[src/rtl/core/gtbs_ram.sv]
// Generic simple dual-port RAM: one write port, one read port, registered read.
// No dependencies.
`timescale 1ns / 1ps
`default_nettype none

module gtbs_ram #(
	parameter int unsigned WIDTH = 8,
	parameter int unsigned DEPTH = 16
) (
	input  wire logic                     clk,
	input  wire logic                     we,
	input  wire logic [$clog2(DEPTH)-1:0] waddr,
	input  wire logic [WIDTH-1:0]         wdata,
	input  wire logic                     re,
	input  wire logic [$clog2(DEPTH)-1:0] raddr,
	output      logic [WIDTH-1:0]         rdata
);

	logic [WIDTH-1:0] mem_q [DEPTH];

	always_ff @(posedge clk) begin
		if (we) begin
			mem_q[waddr] <= wdata;
		end
		if (re) begin
			rdata <= mem_q[raddr];
		end
	end

endmodule

`default_nettype wire

[config.mk]
export PLATFORM = sky130hd
export DESIGN_NAME = gtbs_ram
export DESIGN_NICKNAME = d
export VERILOG_FILES = /design/src/rtl/core/gtbs_ram.sv
export SDC_FILE = /design/constraint.sdc
export NUM_CORES = 1
export LEC_CHECK = 0
export ABC_AREA = 1
export BUFFER_PORTS_ARGS = -buffer_cell sky130_fd_sc_hd__buf_4
export CAP_MARGIN = 20
export CORE_MARGIN = 2
export CORE_UTILIZATION = 48
export DETAILED_ROUTE_END_ITERATION = 8
export PLACE_DENSITY = 0.63
export SLEW_MARGIN = 40
export SYNTH_ARGS = -nofsm -noshare
export SYNTH_HDL_FRONTEND = slang
export SYNTH_SLANG_ARGS = --single-unit
[constraint.sdc]
create_clock -name clk -period 2.1 [get_ports clk]
set_input_delay 0.315 -clock clk [delete_from_list [all_inputs] [get_ports clk]]
set_output_delay 0.315 -clock clk [all_outputs]
set_load 0.1 [all_outputs]
==> results of run 1 <==
-- routing by layer --
layer | part of all wire (%) | GRT usage, %
met1 | 44 | 29.9
met2 | 47 | 33.8
met3 | 6.4 | 5.24
met4 | 1.8 | 8.78
met5 | 0 | 0
-- synth_stat cells --
master,count
buf_1,1
buf_2,13
buf_4,4
buf_6,6
edfxtp_1,136
inv_1,100
inv_2,2
nand2_1,173
nand3_1,97
nand3b_1,2
nor2_1,17
-- worst reg2reg max path, cell delays in order (launching register included) --
cell and delay, ns:
edfxtp_1 0.36, inv_1 0.06, nand2_1 0.05, nand3_1 0.10, nand3_1 0.15, nand3_1 0.17
nand2_1 0.08
-- flip-flops by register name (all words and copies together), names as in the netlist --
name / cells
mem_q: 128
rdata: 8
-- worst paths after layout --
path	startpoint	to	slack, ns
worst min register to register	mem_q[14][0]	rdata[0]	0.75
worst max-delay path	rdata[4]	rdata[4]	0.71
worst max register to register	mem_q[1][5]	rdata[5]	0.88
worst min-delay path	re	rdata[5]	0.20
-- metrics by stage --
step / power, mW / hold WS [ns]
final: 6.43 / 0.195
after detailed placement: 3.61 / 0.622
after global routing: 6.64 / 0.189
after floorplan: 3.44 / 0.414
after CTS: 6.48 / 0.179
after global placement: 3.60 / 0.619
-- cell families (layout without fill, tap and decap cells) --
kind of cell / after synthesis / after routing / share of synthesized area [%]
buffers and inverters: 126 / 180 / 9.39
flip-flops: 136 / 136 / 69.8
AND/OR/NAND/NOR: 289 / 289 / 20.8
-- power groups by stage --
stage | clock network, mW | registers (mW) | logic, mW
finish | 2.88 | 3.07 | 0.476
floorplan | 0 | 3.22 | 0.214
global route | 3.04 | 3.08 | 0.518
global placement | 0 | 3.13 | 0.471
CTS | 2.93 | 3.07 | 0.478
detailed placement | 0 | 3.13 | 0.475
-- cell type report --
type	count	area [um2]	area share [%]
clock buffers	20	437	6.42
clock inverters	11	131	1.93
inverters	102	383	5.63
multi-input cells	289	1210	17.9
flip-flops and latches	136	4080	60.1
well taps	147	184	2.71
repair buffers	47	365	5.37
==> run_summary.xml, run 1 <==
<?xml version="1.0" encoding="UTF-8"?>
<metrics>
  <group name="pwr">
    <metric name="leakage" unit="nW">2.94</metric>
    <metric name="power.density_cell_area" unit="nW/um2">946</metric>
    <metric name="power.combinational.fraction" unit="%">7.4</metric>
    <metric name="pwr-share-seq" unit="%">47.8</metric>
    <metric name="total_switching_power" unit="mW">1.41</metric>
    <metric name="clock_power_share" unit="%">44.8</metric>
    <metric name="p_int" unit="mW">5.02</metric>
    <metric name="worst_ir_drop_vdd" unit="V">0.000682</metric>
    <metric name="power.share.switching" unit="%">22.0</metric>
  </group>
  <group name="placed_design">
    <metric name="post-place-ws" unit="ns">0.380</metric>
    <metric name="place_inst" unit="">721</metric>
    <metric name="place_area" unit="um2">6230</metric>
    <metric name="gp_routability_congestion" unit="">0.825</metric>
    <metric name="hpwlAfterDp" unit="um">8010</metric>
    <metric name="input_output_buffers" unit="">26</metric>
  </group>
  <group name="global_routing">
    <metric name="grt_use_total" unit="%">21.8</metric>
    <metric name="wire_length_of_the_first_global_routing_pass" unit="um">20500</metric>
    <metric name="antenna_violations_before_repair" unit="">0</metric>
    <metric name="largest_net_degree_at_the_start_of_global_routing" unit="">35</metric>
    <metric name="via_count_of_the_first_global_routing_pass" unit="">3770</metric>
    <metric name="globalRouteOverflowTotal" unit="">0</metric>
  </group>
  <group name="detailed_routing">
    <metric name="vias_per_cell" unit="">5.05</metric>
    <metric name="ant_nets" unit="">0</metric>
    <metric name="drtIter0Drc" unit="">422</metric>
    <metric name="post_drt_wl_per_cell" unit="um">17.3</metric>
    <metric name="drt_first_pass_iters" unit="">5</metric>
    <metric name="num_vias" unit="">3799</metric>
    <metric name="detail_route.drc_violations" unit="">0</metric>
    <metric name="drt_wl_total" unit="um">13000</metric>
  </group>
  <group name="clock_network">
    <metric name="clock_insertion_delay_worst_skew" unit="ns">0.42</metric>
    <metric name="postCtsSetupRepairBufs" unit="">0</metric>
    <metric name="ctsResizeCount" unit="">0</metric>
    <metric name="numClockSinks" unit="">136</metric>
    <metric name="tritoncts.num_buffers" unit="">17</metric>
    <metric name="clk_transition_reported_paths" unit="ns">0.06</metric>
    <metric name="tritoncts_clock_tree" unit="">done</metric>
    <metric name="clk_root_buffer_cell" unit="">clkbuf_16</metric>
    <metric name="cts_buffer_depth" unit="">2</metric>
    <metric name="htreeDepth" unit="">4</metric>
    <metric name="hold_bufs_at_cts" unit="">0</metric>
  </group>
  <group name="setup_path">
    <metric name="worst_ep_required_time" unit="ns">1.78</metric>
    <metric name="worst-path-buf-inv" unit="">1</metric>
    <metric name="endpoint_kind" unit="">output port</metric>
    <metric name="crit_slowest_cell" unit="">edfxtp_1</metric>
    <metric name="cp_cell_sequence" unit="">buf_4</metric>
    <metric name="path_depth" unit="">1</metric>
    <metric name="worst_setup_path_start_kind" unit="">flip-flop</metric>
    <metric name="timing.critical_path.fanout_max" unit="">1</metric>
    <metric name="crit_family" unit="">flip-flops</metric>
    <metric name="critPathMaxStageDelay" unit="ns">0.36</metric>
    <metric name="timing.critical_path.arrival" unit="ns">1.08</metric>
    <metric name="ff2ff_path_depth" unit="">6</metric>
    <metric name="worstSetupPathType" unit="">flip-flop to output port</metric>
  </group>
  <group name="die">
    <metric name="rows" unit="">40</metric>
    <metric name="dieWidth" unit="um">114</metric>
    <metric name="floorplan.die.height" unit="um">114</metric>
    <metric name="floorplan.core_area" unit="um2">12000</metric>
    <metric name="ios" unit="">27</metric>
    <metric name="die_area" unit="um2">13100</metric>
    <metric name="floorplan.initialDensity" unit="%">48.9</metric>
  </group>
  <group name="flow_run">
    <metric name="cap_violations" unit="">0</metric>
  </group>
  <group name="timing">
    <metric name="slew_viol_final" unit="">0</metric>
    <metric name="setup_viol" unit="">0</metric>
    <metric name="final_hold_viol_count" unit="">0</metric>
    <metric name="fin_worst_skew" unit="ns">0.00479</metric>
    <metric name="finalCritPeriodShare" unit="%">66.3</metric>
    <metric name="max_slew_margin_vs_limit" unit="%">55.4</metric>
    <metric name="post-route-min-period" unit="ns">1.39</metric>
    <metric name="setup_repair_after_global_routing_missed_its_margin" unit="">false</metric>
    <metric name="timing_worst_slew_pin_value" unit="ns">0.669</metric>
    <metric name="post-route-worst-setup-slack" unit="ns">0.707</metric>
    <metric name="setup_tns" unit="ns">0</metric>
    <metric name="highest_clock_rate" unit="MHz">718</metric>
  </group>
  <group name="yosys">
    <metric name="yosys_synthesis_warning_count" unit="">0</metric>
    <metric name="mappedNetlistArea" unit="um2">5850</metric>
    <metric name="post-synth-top-area-fraction" unit="%">69.8</metric>
    <metric name="synth_cells" unit="">551</metric>
    <metric name="synth_area_leaders" unit="">edfxtp_1, nand2_1, nand3_1</metric>
    <metric name="synth.ff_latch_count" unit="">136</metric>
    <metric name="synth_sequential_area_ratio" unit="%">69.8</metric>
    <metric name="mappedNetlistNets" unit="">570</metric>
    <metric name="syn_avg_cell_area" unit="um2">10.6</metric>
    <metric name="yosys.area.top_type" unit="">edfxtp_1</metric>
    <metric name="yosysUniqueCellTypes" unit="">11</metric>
  </group>
  <group name="cells_and_area">
    <metric name="design.final.nets" unit="">612</metric>
    <metric name="fill_cells" unit="">994</metric>
    <metric name="finish.cell_count_without_fillers" unit="">752</metric>
    <metric name="most-common-layout-cells" unit="">nand2_1, edfxtp_1, inv_1</metric>
    <metric name="postLayoutCellArea" unit="um2">6800</metric>
    <metric name="drive_above_1_share" unit="%">12.1</metric>
    <metric name="diode_insertion_count_for_antenna_repair" unit="">0</metric>
    <metric name="final_common_cell" unit="">nand2_1</metric>
    <metric name="final_util" unit="%">56.8</metric>
    <metric name="area_growth" unit="%">16.3</metric>
  </group>
  <group name="run_status">
    <metric name="outcome" unit="">complete, no violations</metric>
  </group>
  <group name="min_path">
    <metric name="worst_hold_depth" unit="">1</metric>
    <metric name="holdCritPathClass" unit="">primary input to flip-flop</metric>
  </group>
</metrics>
Power figures use the tool's default switching activity.
==> run 2: changes to the inputs <==
--- a/config.mk
+++ b/config.mk
@@ -11,7 +11,7 @@
 export CORE_MARGIN = 2
 export CORE_UTILIZATION = 48
 export DETAILED_ROUTE_END_ITERATION = 8
-export PLACE_DENSITY = 0.63
+export PLACE_DENSITY = 0.65
 export SLEW_MARGIN = 40
 export SYNTH_ARGS = -nofsm -noshare
 export SYNTH_HDL_FRONTEND = slang
==> constraint.sdc (replaced) <==
create_clock -name clk -period 1.2 [get_ports clk]
set_input_delay 0.18 -clock clk [delete_from_list [all_inputs] [get_ports clk]]
set_output_delay 0.18 -clock clk [all_outputs]
set_load 0.1 [all_outputs]
==> run_summary.xml, run 2 (synthesized netlist as in run 1, its figures left out) <==
<?xml version="1.0" encoding="UTF-8"?>
<metrics>
  <group name="pwr">
    <metric name="power.density_cell_area" unit="nW/um2">1660</metric>
    <metric name="worst_ir_drop_vdd" unit="V">0.000944</metric>
    <metric name="total_power" unit="mW">11.6</metric>
    <metric name="power.share.switching" unit="%">22.0</metric>
    <metric name="p_int" unit="mW">9.08</metric>
    <metric name="total_switching_power" unit="mW">2.56</metric>
    <metric name="pwr-share-seq" unit="%">46.3</metric>
    <metric name="power.combinational.fraction" unit="%">7.8</metric>
    <metric name="leakage" unit="nW">3.05</metric>
    <metric name="clock_power_share" unit="%">45.9</metric>
  </group>
  <group name="setup_path">
    <metric name="crit_slowest_cell" unit="">edfxtp_1</metric>
    <metric name="endpoint_kind" unit="">output port</metric>
    <metric name="timing.critical_path.fanout_max" unit="">1</metric>
    <metric name="worst_setup_path_start_kind" unit="">flip-flop</metric>
    <metric name="cp_cell_sequence" unit="">buf_6</metric>
    <metric name="worst_ep_required_time" unit="ns">1.02</metric>
    <metric name="worstSetupPathType" unit="">flip-flop to output port</metric>
    <metric name="timing.critical_path.arrival" unit="ns">1.08</metric>
    <metric name="critPathMaxStageDelay" unit="ns">0.44</metric>
    <metric name="worst-path-buf-inv" unit="">1</metric>
    <metric name="crit_family" unit="">flip-flops</metric>
  </group>
  <group name="timing">
    <metric name="post-route-worst-setup-slack" unit="ns">-0.0554</metric>
    <metric name="slew_viol_final" unit="">0</metric>
    <metric name="final_hold_viol_count" unit="">0</metric>
    <metric name="post-route-min-period" unit="ns">1.26</metric>
    <metric name="max_slew_margin_vs_limit" unit="%">79.9</metric>
    <metric name="setup_viol" unit="">4</metric>
    <metric name="highest_clock_rate" unit="MHz">797</metric>
    <metric name="setup_repair_after_global_routing_missed_its_margin" unit="">true</metric>
    <metric name="finalCritPeriodShare" unit="%">105</metric>
    <metric name="timing_worst_slew_pin_value" unit="ns">0.301</metric>
    <metric name="fin_worst_skew" unit="ns">0.00696</metric>
  </group>
  <group name="die">
    <metric name="rows" unit="">40</metric>
    <metric name="floorplan.core_area" unit="um2">12000</metric>
    <metric name="dieWidth" unit="um">114</metric>
    <metric name="ios" unit="">27</metric>
    <metric name="floorplan.die.height" unit="um">114</metric>
    <metric name="die_area" unit="um2">13100</metric>
    <metric name="floorplan.initialDensity" unit="%">48.9</metric>
  </group>
  <group name="clock_network">
    <metric name="postCtsSetupRepairBufs" unit="">0</metric>
    <metric name="htreeDepth" unit="">4</metric>
    <metric name="cts_buffer_depth" unit="">2</metric>
    <metric name="clock_insertion_delay_worst_skew" unit="ns">0.41</metric>
    <metric name="hold_bufs_at_cts" unit="">0</metric>
    <metric name="clk_transition_reported_paths" unit="ns">0.06</metric>
    <metric name="tritoncts.num_buffers" unit="">17</metric>
    <metric name="numClockSinks" unit="">136</metric>
    <metric name="clk_root_buffer_cell" unit="">clkbuf_16</metric>
    <metric name="tritoncts_clock_tree" unit="">done</metric>
  </group>
  <group name="detailed_routing">
    <metric name="drtIter0Drc" unit="">324</metric>
    <metric name="post_drt_wl_per_cell" unit="um">17.5</metric>
    <metric name="drt_first_pass_iters" unit="">5</metric>
    <metric name="ant_nets" unit="">0</metric>
    <metric name="vias_per_cell" unit="">5.05</metric>
    <metric name="detail_route.drc_violations" unit="">0</metric>
    <metric name="num_vias" unit="">3862</metric>
    <metric name="drt_wl_total" unit="um">13400</metric>
  </group>
  <group name="run_status">
    <metric name="outcome" unit="">finished, violations left</metric>
    <metric name="violations" unit="">negative setup slack</metric>
  </group>
  <group name="cells_and_area">
    <metric name="design.final.nets" unit="">623</metric>
    <metric name="finish.cell_count_without_fillers" unit="">764</metric>
    <metric name="largest_reg_flops" unit="">128</metric>
    <metric name="final_common_cell" unit="">nand2_1</metric>
    <metric name="drive_above_1_share" unit="%">14.9</metric>
    <metric name="final_util" unit="%">58.7</metric>
    <metric name="top_register" unit="">mem_q</metric>
    <metric name="area_growth" unit="%">20.1</metric>
    <metric name="reg_top3" unit="">mem_q x128, rdata x8</metric>
    <metric name="diode_insertion_count_for_antenna_repair" unit="">0</metric>
    <metric name="most-common-layout-cells" unit="">nand2_1, edfxtp_1, inv_1</metric>
  </group>
  <group name="global_routing">
    <metric name="wire_length_of_the_first_global_routing_pass" unit="um">21100</metric>
    <metric name="antenna_violations_before_repair" unit="">0</metric>
    <metric name="largest_net_degree_at_the_start_of_global_routing" unit="">33</metric>
    <metric name="via_count_of_the_first_global_routing_pass" unit="">3865</metric>
    <metric name="globalRouteOverflowTotal" unit="">0</metric>
    <metric name="grt_use_total" unit="%">22.0</metric>
  </group>
  <group name="min_path">
    <metric name="holdCritPathClass" unit="">primary input to flip-flop</metric>
  </group>
  <group name="flow_run">
    <metric name="cap_violations" unit="">0</metric>
  </group>
  <group name="placed_design">
    <metric name="gp_routability_congestion" unit="">0.825</metric>
    <metric name="place_inst" unit="">732</metric>
    <metric name="post-place-ws" unit="ns">-0.149</metric>
    <metric name="input_output_buffers" unit="">26</metric>
    <metric name="hpwlAfterDp" unit="um">8520</metric>
  </group>
</metrics>
## run 2: cell types whose count changed in the layout (fill, tap and decap cells not counted), sizes merged
cell,previous run,this run
buf,47,58
bufinv,3,4
clkinvlp,1,3
clkbuf,20,18
## run 2: area by class of cell
type,count,area (um2)
clock buffers,18,429
clock inverters,14,181
fillers,961,4940
inverters,102,383
multi-input cells,289,1230
flip-flops and latches,136,4080
well taps,147,184
repair buffers,58,528
## run 2: final timing paths
check | slack (ns) | end | start | cells after the start
hold / removal | 0.06 | rdata[4] | re | 1
setup / recovery | -0.06 | rdata[7] | rdata[7] | 1
setup reg to reg | 0.06 | rdata[0] | mem_q[12][0] | 6
hold reg to reg | 0.77 | rdata[7] | mem_q[10][7] | 6
## run 2: metal layers
metal / GRT usage (%) / wire length (um) / up-vias
met3: 5.77 / 811 / 19
met5: 0 / 0 / -
li1: - / - / 1887
met1: 30.6 / 6010 / 1818
met4: 8.46 / 285 / 0
met2: 33.4 / 6260 / 138
## run 2: repair_timing
action                                  4_1_cts  5_1_grt
resized for setup                             8        4
endpoints found under the setup margin        8       10
cloned                                        0        0
## run 2: metrics by stage
step | hold slack (ns) | setup TNS (ns) | area [um2]
floorplan | 0.279 | 0 | 5850
global placement | 0.491 | -0.706 | 6360
detailed placement | 0.487 | -1.81 | 6360
CTS | 0.0540 | -0.156 | 7000
global route | 0.0630 | -0.248 | 7020
finish | 0.0631 | -0.0841 | 7020
## run 2: power by group through the flow
stage	clock network [mW]	logic (mW)	registers, mW
finish	5.33	0.909	5.39
global route	5.65	0.982	5.39
CTS	5.41	0.904	5.39
detailed placement	0	0.883	5.48
global placement	0	0.871	5.48
floorplan	0	0.375	5.64
